--- config.mk ---
export PLATFORM = sky130hd
export DESIGN_NAME = topt_ctrl
export DESIGN_NICKNAME = d
export VERILOG_FILES = /design/src/sv/topt_pkg.sv /design/src/sv/topt_ctrl.sv
export SDC_FILE = /design/constraint.sdc
export NUM_CORES = 1
export LEC_CHECK = 0
export BUFFER_PORTS_ARGS = -buffer_cell sky130_fd_sc_hd__buf_2
export CAP_MARGIN = 25
export CELL_PAD_IN_SITES_DETAIL_PLACEMENT = 1
export CELL_PAD_IN_SITES_GLOBAL_PLACEMENT = 1
export CORE_MARGIN = 4
export CORE_UTILIZATION = 30
export DETAILED_ROUTE_END_ITERATION = 16
export PLACE_DENSITY = 0.81
export SLEW_MARGIN = 30
export SYNTH_ARGS = -nofsm -noshare
export SYNTH_HDL_FRONTEND = slang
export SYNTH_SLANG_ARGS = --single-unit
export TNS_END_PERCENT = 10
--- constraint.sdc ---
create_clock -name clk_i -period 2.3 [get_ports clk_i]
set_input_delay 0.69 -clock clk_i [delete_from_list [all_inputs] [get_ports clk_i]]
set_output_delay 0.69 -clock clk_i [all_outputs]
set_load 0.01 [all_outputs]
--- src/sv/topt_pkg.sv ---
// Shared types, codes and default sizes for the 2-opt first-improvement block.
package topt_pkg;

  localparam int unsigned MAX_VERTICES_DEF = 64;
  localparam int unsigned COST_BITS_DEF    = 32;
  localparam int unsigned TOTAL_W          = 38;
  localparam int unsigned VID_W            = 6;
  localparam int unsigned NUM_W            = 7;
  localparam logic [NUM_W-1:0] NUM_VERTICES_RESET = 7'd64;
  localparam logic [NUM_W-1:0] NUM_VERTICES_MIN   = 7'd3;

  typedef enum logic [1:0] {
    CMD_COST = 2'd0,
    CMD_TOUR = 2'd1,
    CMD_RUN  = 2'd2,
    CMD_READ = 2'd3
  } cmd_e;

  typedef enum logic [4:0] {
    ST_IDLE, ST_WR, ST_RD, ST_RD_OUT,
    ST_I0, ST_I1, ST_I2, ST_J0, ST_J1,
    ST_C0, ST_C1, ST_C2,
    ST_R0, ST_R1, ST_R2,
    ST_S0, ST_S1, ST_S2, ST_S3, ST_S4, ST_S5,
    ST_DONE
  } state_e;

  typedef enum logic [2:0] {
    TA_POS, TA_I, TA_I1, TA_JN, TA_LO, TA_P
  } tour_ra_e;

  typedef enum logic [1:0] {
    TW_IN, TW_LO, TW_HI
  } tour_w_e;

  typedef enum logic [1:0] {
    CR_OLD, CR_NEW, CR_SUM
  } cost_r_e;

  typedef enum logic [1:0] {
    OK_NONE, OK_READ, OK_RUN
  } out_kind_e;

  typedef struct packed {
    logic      latch_in;
    logic      init_run;
    logic      ld_ti;
    logic      ld_ti1;
    logic      init_j;
    logic      ld_tjn;
    logic      ld_old;
    logic      set_move;
    logic      next_j;
    logic      next_i;
    logic      init_rev;
    logic      ld_tmp;
    logic      next_rev;
    logic      init_sum;
    logic      ld_prev;
    logic      inc_p;
    logic      ld_cur;
    logic      acc_sum;
    tour_ra_e  tour_ra;
    logic      tour_we;
    tour_w_e   tour_w;
    logic      cost_we;
    cost_r_e   cost_r;
    logic      out_stb;
    out_kind_e out_kind;
  } dp_cmd_t;

  typedef struct packed {
    logic improve;
    logic j_last;
    logic i_last;
    logic rev_done;
    logic sum_last;
  } dp_status_t;

endpackage

--- src/sv/topt_ctrl.sv ---
// Controller state machine: sequences writes, reads, the pair scan, reversal and cost sum.
module topt_ctrl (
  input  logic                clk_i,
  input  logic                rst_ni,
  input  logic                start_i,
  input  logic [1:0]          cmd_i,
  input  topt_pkg::dp_status_t status_i,
  output topt_pkg::dp_cmd_t    cmd_o,
  output logic                busy_o
);

  topt_pkg::state_e state_q, state_d;
  topt_pkg::cmd_e   op_q, op_d;

  // Hold state and latched command
  always_ff @(posedge clk_i or negedge rst_ni) begin
    if (!rst_ni) begin
      state_q <= topt_pkg::ST_IDLE;
      op_q    <= topt_pkg::CMD_COST;
    end else begin
      state_q <= state_d;
      op_q    <= op_d;
    end
  end

  // Next state
  always_comb begin
    state_d = state_q;
    op_d    = op_q;
    case (state_q)
      topt_pkg::ST_IDLE: begin
        if (start_i) begin
          op_d = topt_pkg::cmd_e'(cmd_i);
          case (topt_pkg::cmd_e'(cmd_i))
            topt_pkg::CMD_RUN:  state_d = topt_pkg::ST_I0;
            topt_pkg::CMD_READ: state_d = topt_pkg::ST_RD;
            default:            state_d = topt_pkg::ST_WR;
          endcase
        end
      end
      topt_pkg::ST_WR:     state_d = topt_pkg::ST_IDLE;
      topt_pkg::ST_RD:     state_d = topt_pkg::ST_RD_OUT;
      topt_pkg::ST_RD_OUT: state_d = topt_pkg::ST_IDLE;
      topt_pkg::ST_I0:     state_d = topt_pkg::ST_I1;
      topt_pkg::ST_I1:     state_d = topt_pkg::ST_I2;
      topt_pkg::ST_I2:     state_d = topt_pkg::ST_J0;
      topt_pkg::ST_J0:     state_d = topt_pkg::ST_J1;
      topt_pkg::ST_J1:     state_d = topt_pkg::ST_C0;
      topt_pkg::ST_C0:     state_d = topt_pkg::ST_C1;
      topt_pkg::ST_C1:     state_d = topt_pkg::ST_C2;
      topt_pkg::ST_C2: begin
        if (status_i.improve) begin
          state_d = topt_pkg::ST_R0;
        end else if (!status_i.j_last) begin
          state_d = topt_pkg::ST_J0;
        end else if (status_i.i_last) begin
          state_d = topt_pkg::ST_S0;
        end else begin
          state_d = topt_pkg::ST_I0;
        end
      end
      topt_pkg::ST_R0: begin
        state_d = status_i.rev_done ? topt_pkg::ST_S0 : topt_pkg::ST_R1;
      end
      topt_pkg::ST_R1: state_d = topt_pkg::ST_R2;
      topt_pkg::ST_R2: state_d = topt_pkg::ST_R0;
      topt_pkg::ST_S0: state_d = topt_pkg::ST_S1;
      topt_pkg::ST_S1: state_d = topt_pkg::ST_S2;
      topt_pkg::ST_S2: state_d = topt_pkg::ST_S3;
      topt_pkg::ST_S3: state_d = topt_pkg::ST_S4;
      topt_pkg::ST_S4: state_d = topt_pkg::ST_S5;
      topt_pkg::ST_S5: begin
        state_d = status_i.sum_last ? topt_pkg::ST_DONE : topt_pkg::ST_S2;
      end
      topt_pkg::ST_DONE: state_d = topt_pkg::ST_IDLE;
      default:           state_d = topt_pkg::ST_IDLE;
    endcase
  end

  // Datapath commands
  always_comb begin
    cmd_o          = '0;
    cmd_o.tour_ra  = topt_pkg::TA_POS;
    cmd_o.tour_w   = topt_pkg::TW_IN;
    cmd_o.cost_r   = topt_pkg::CR_OLD;
    cmd_o.out_kind = topt_pkg::OK_NONE;
    case (state_q)
      topt_pkg::ST_IDLE: begin
        cmd_o.latch_in = start_i;
        cmd_o.init_run = start_i;
      end
      topt_pkg::ST_WR: begin
        cmd_o.cost_we = (op_q == topt_pkg::CMD_COST);
        cmd_o.tour_we = (op_q == topt_pkg::CMD_TOUR);
        cmd_o.out_stb = 1'b1;
      end
      topt_pkg::ST_RD: cmd_o.tour_ra = topt_pkg::TA_POS;
      topt_pkg::ST_RD_OUT: begin
        cmd_o.out_stb  = 1'b1;
        cmd_o.out_kind = topt_pkg::OK_READ;
      end
      topt_pkg::ST_I0: cmd_o.tour_ra = topt_pkg::TA_I;
      topt_pkg::ST_I1: begin
        cmd_o.ld_ti   = 1'b1;
        cmd_o.tour_ra = topt_pkg::TA_I1;
      end
      topt_pkg::ST_I2: begin
        cmd_o.ld_ti1 = 1'b1;
        cmd_o.init_j = 1'b1;
      end
      topt_pkg::ST_J0: cmd_o.tour_ra = topt_pkg::TA_JN;
      topt_pkg::ST_J1: cmd_o.ld_tjn = 1'b1;
      topt_pkg::ST_C0: cmd_o.cost_r = topt_pkg::CR_OLD;
      topt_pkg::ST_C1: begin
        cmd_o.ld_old = 1'b1;
        cmd_o.cost_r = topt_pkg::CR_NEW;
      end
      topt_pkg::ST_C2: begin
        if (status_i.improve) begin
          cmd_o.set_move = 1'b1;
          cmd_o.init_rev = 1'b1;
        end else if (!status_i.j_last) begin
          cmd_o.next_j = 1'b1;
        end else if (status_i.i_last) begin
          cmd_o.init_sum = 1'b1;
        end else begin
          cmd_o.next_i = 1'b1;
        end
      end
      topt_pkg::ST_R0: begin
        cmd_o.tour_ra  = topt_pkg::TA_LO;
        cmd_o.init_sum = status_i.rev_done;
      end
      topt_pkg::ST_R1: begin
        cmd_o.ld_tmp  = 1'b1;
        cmd_o.tour_we = 1'b1;
        cmd_o.tour_w  = topt_pkg::TW_LO;
      end
      topt_pkg::ST_R2: begin
        cmd_o.tour_we  = 1'b1;
        cmd_o.tour_w   = topt_pkg::TW_HI;
        cmd_o.next_rev = 1'b1;
      end
      topt_pkg::ST_S0: cmd_o.tour_ra = topt_pkg::TA_P;
      topt_pkg::ST_S1: begin
        cmd_o.ld_prev = 1'b1;
        cmd_o.inc_p   = 1'b1;
      end
      topt_pkg::ST_S2: cmd_o.tour_ra = topt_pkg::TA_P;
      topt_pkg::ST_S3: cmd_o.ld_cur = 1'b1;
      topt_pkg::ST_S4: cmd_o.cost_r = topt_pkg::CR_SUM;
      topt_pkg::ST_S5: begin
        cmd_o.acc_sum = 1'b1;
        cmd_o.inc_p   = !status_i.sum_last;
      end
      topt_pkg::ST_DONE: begin
        cmd_o.out_stb  = 1'b1;
        cmd_o.out_kind = topt_pkg::OK_RUN;
      end
      default: cmd_o.out_kind = topt_pkg::OK_NONE;
    endcase
  end

  assign busy_o = (state_q != topt_pkg::ST_IDLE);

endmodule

* After elaboration in Yosys (flattened, before gate mapping) *
Index checks and enable logic that the tools add are counted.

word-level totals
  output and inout bits = 31
  input port bits = 10
  word-level logic and storage cells = 71
  register bits after elaboration = 7

cells by class
  multiplexer cells = 36
  eq/ne operators = 25
  reductions and logical operators = 8

operators with widths
  cell                number
  $pmux 5 s19         1
  $eq 5x4->1 const B  8
  $eq 5x5->1 const B  6
  $eq 5x3->1 const B  4
  $mux 1              17
  $mux 4              4
  $pmux 3 s5          1
  $pmux 2 s2          3
  $eq 5x2->1 const B  2
  $mux 2              4
  $pmux 1 s2          3
  $pmux 3 s2          1
  $eq 5x1->1 const B  1
  $logic_not 5->1     1
  $mux 5              1
  $reduce_bool 5->1   1
  $eq 2x2->1 const B  2
  $reduce_or 2->1     2
  $mux 3              1
  $reduce_or 3->1     1
  $eq 2x1->1 const B  1
  $logic_not 2->1     1
  $ne 2x2->1 const B  1
  $reduce_and 2->1    1
  $logic_not 1->1     1

* Logic depth before layout (Yosys ltp) *
  depth in word-level cells = 4
  gate-level depth with buffers = 6
  mapped depth without buffers = 5

* Worst setup path after synthesis *
Ideal clock, no wire load.

  path kind = register to output
  start = register state_q[4]
  end = output cmd_o[22] (netlist bit)
  slack = 0.194 ns
  stages on the path, launching flop included = 5
  arrival time = 1.416 ns
  data required time = 1.610 ns
  path buffers = 2
  cell sequence = dfrtp_1 -> or3b_1 -> buf_2 -> nor3_1 -> buf_4

RTL lines
  item                    RTL line         RTL
  from (decl)             topt_ctrl.sv:12  topt_pkg::state_e state_q, state_d;
  from (signal assigned)  topt_ctrl.sv:18  state_q <= topt_pkg::ST_IDLE;
  from (signal assigned)  topt_ctrl.sv:21  state_q <= state_d;
  to (decl)               topt_ctrl.sv:8   output topt_pkg::dp_cmd_t cmd_o,

==> impl_metrics.csv <==
group,metric,value,unit
yosys,synth_area_leader_cell,"dfrtp_1",
yosys,syn-num-nets,126,
clocking,clk_path_buf_depth,2,
yosys,ys.flop_type,"dfrtp_1",
sta,finalHoldViolations,0,
clocking,cts.sinks,7,
worst_setup_path,crit_path_start,"state_q[2]$_DFFE_PN0P_",
final_layout,syn2layout_area_growth,38.2,%
clocking,numCtsBuffers,3,
floorplan,coreArea,0.00254,mm²
clocking,cts-root-buf,"clkbuf_4",
yosys,synth_cells,116,
worst_setup_path,r2r_end,"state_q[2]$_DFFE_PN0P_",
grt,grtUsageTotal,16.8,%
sta,worstMarginPinSlew,313,ps
clocking,insertion_delay,250,ps
power_and_ir_drop,power_density,1280,mW/mm²
floorplan,die_w,60.1,µm
clocking,path_clk_slew,50,ps
worst_setup_path,required,1610,ps
yosys,ys_warn_count,0,
worst_setup_path,critPathCaptureType,"output pin",
routing,drtIter0Drc,38,
yosys,ys_async_sr_fraction,100,%
sta,rsz0062_at_grt,"yes",
sta,relSlewSlack,78.8,%
final_layout,drive_gt1_share,48.7,%
power_and_ir_drop,finalPower,0.00144,W
run,max_cap_viol_count,0,
floorplan,pin_count,41,
worst_setup_path,r2r_start,"state_q[1]$_DFFE_PN0P_",
worst_setup_path,crit_type,"register to output pin",
sta,period_needed,2280,ps
yosys,avgSynthCellArea,7.03,µm²
worst_setup_path,cp.arrival,1590,ps
final_layout,layout_commonest_cell,"buf_2",
worst_setup_path,start_kind,"register",
place,pre_cts_ws,203,ps
yosys,synth_edf_count,0,
yosys,synth-seq-cells,7,
sta,skew,2.00,ps
worst_setup_path,reg2reg_slack,750,ps
grt,grt_pass1_vias,1025,
sta,period_share,98.9,%
clocking,h-tree-depth,1,
routing,drcViolationCount,0,
clocking,cts_tree,"yes",
final_layout,diodes,0,
grt,grt_max_degree,16,
sta,setup_viol,0,
yosys,ys_seq_area_share,21.5,%
yosys,synth_area_leaders,"dfrtp_1 21%, nor2_1 11%, nor3_1 5.5%, a21oi_1 4.9%, buf_4 4.6%",
run_status,status,"complete, no violations",
yosys,synth_top_area_share,21.5,%
clocking,hold_buffers,0,
place,port_buffers,40,
grt,grt-ovfl-total,0,
floorplan,std_cell_rows,18,
place,place_hpwl,2.31,mm
power_and_ir_drop,p_leak,0.587,nW
grt,grt_pass1_wl,4.58,mm
final_layout,layout_common_cells,"40 x buf_2, 22 x nor2_1, 10 x buf_4, 9 x nand2_1",
final_layout,nets,169,
worst_setup_path,path_max_fanout,4,
floorplan,initial_utilization,32.1,%
yosys,syn-cell-area,816,µm²
routing,wl_per_cell,16.1,µm
sta,slew_viol_final,0,
power_and_ir_drop,ir_worst_vdd,0.588,mV
grt,antenna_found_initial,1,
place,place.gp.congestion,0.850,
yosys,ys_types,40,
worst_setup_path,r2r_cells,5,
routing,vias_per_cell,5.43,
routing,wirelength,3.02,mm
sta,finalSetupTns,0,ps
worst_setup_path,crit_end,"cmd_o[20]",
routing,drtAntennaViolNets,0,
routing,first_pass_iters,4,
floorplan,die_area,0.00362,mm²
sta,max_freq,0.439,GHz
floorplan,die_h,60.1,µm
hold_path,min_path_type,"input port to asynchronous set/reset pin",
sta,worst_slack,24.4,ps
routing,route.vias.total,1020,
cell usage after synthesis, types with 2 or more instances:
master	n
mux2_4	2
nand4b_1	2
buf_4	5
inv_2	5
dfrtp_1	7
clkbuf_1	2
nand2_1	9
buf_2	6
a21oi_1	8
nor2_1	23
nor3_1	9
nand3_1	4
nor4_1	2
inv_1	2
a21o_1	2
o21ai_0	4
final cells by class:
type                            count  area, µm²
Clock buffer                        4       26.3
Multi-Input combinational cell     89        571
Timing Repair Buffer               51        287
Fill cell                         354       1420
Inverter                            7       26.3
Tap cell                           30       37.5
Sequential cell                     7        180
critical path, stage by stage (launching register included):
cell and delay, ps:
dfrtp_2 430, or3b_4 440, nor3_4 150, nand2_1 80, nor2_1 90, buf_2 140
worst min path at each step:
stage / slack [ps] / to / from
2_1_floorplan: 390 / op_q[0]$_DFFE_PN0P_ / rst_ni
3_3_place_gp: 530 / state_q[0]$_DFFE_PN0P_ / rst_ni
3_5_place_dp: 540 / op_q[0]$_DFFE_PN0P_ / rst_ni
4_1_cts: 270 / state_q[3]$_DFFE_PN0P_ / rst_ni
5_1_grt: 260 / state_q[3]$_DFFE_PN0P_ / rst_ni
6_report: 270 / state_q[3]$_DFFE_PN0P_ / rst_ni
per-stage QoR:
stage	area, µm²	util (%)	hold slack (ps)	cells
finish	1130	44.3	269	188
global route	1130	44.3	264	188
CTS	1080	42.6	267	186
detailed placement	1040	40.8	535	181
global placement	1040	40.8	525	181
floorplan	816	-	394	116
logic make-up after synthesis:
family                   count (synthesis)  share of synthesized area [%]
AND/OR/NAND/NOR                         62                           40.2
AO/OA/AOI/OAI                           24                           21.0
buffers and inverters                   20                           12.4
flip-flops                               7                           21.5
multiplexers                             2                           3.68
adder cells (fa/ha/maj)                  1                           1.23
flip-flops by register name, indices dropped and copies added, names as in the netlist:
signal / flops
state_q: 5
op_q: 2
what timing repair did:
item / CTS / global route
setup endpoints to repair: 4 / 7
setup buffers: 1 / 2
gates resized for setup: 6 / 6
pin swaps: 0 / 2
layer usage:
layer / part of all wire [%] / global-route usage, % / vias to the layer above
met4: 0.99 / 8.86 / 2
met2: 51 / 28.9 / 25
met5: 0.43 / 0 / -
li1: - / - / 492
met3: 4.6 / 3.24 / 6
met1: 43 / 19.3 / 495
report_power, final:
group          internal, W  leakage (nW)  switching (W)  total [W]
combinational     0.000447         0.490       0.000625    0.00107
sequential        0.000186        0.0825      0.0000749   0.000261
clock            0.0000661        0.0150      0.0000440   0.000110
total             0.000699         0.587       0.000744    0.00144
Note: power is estimated with default switching activity, not from simulation.
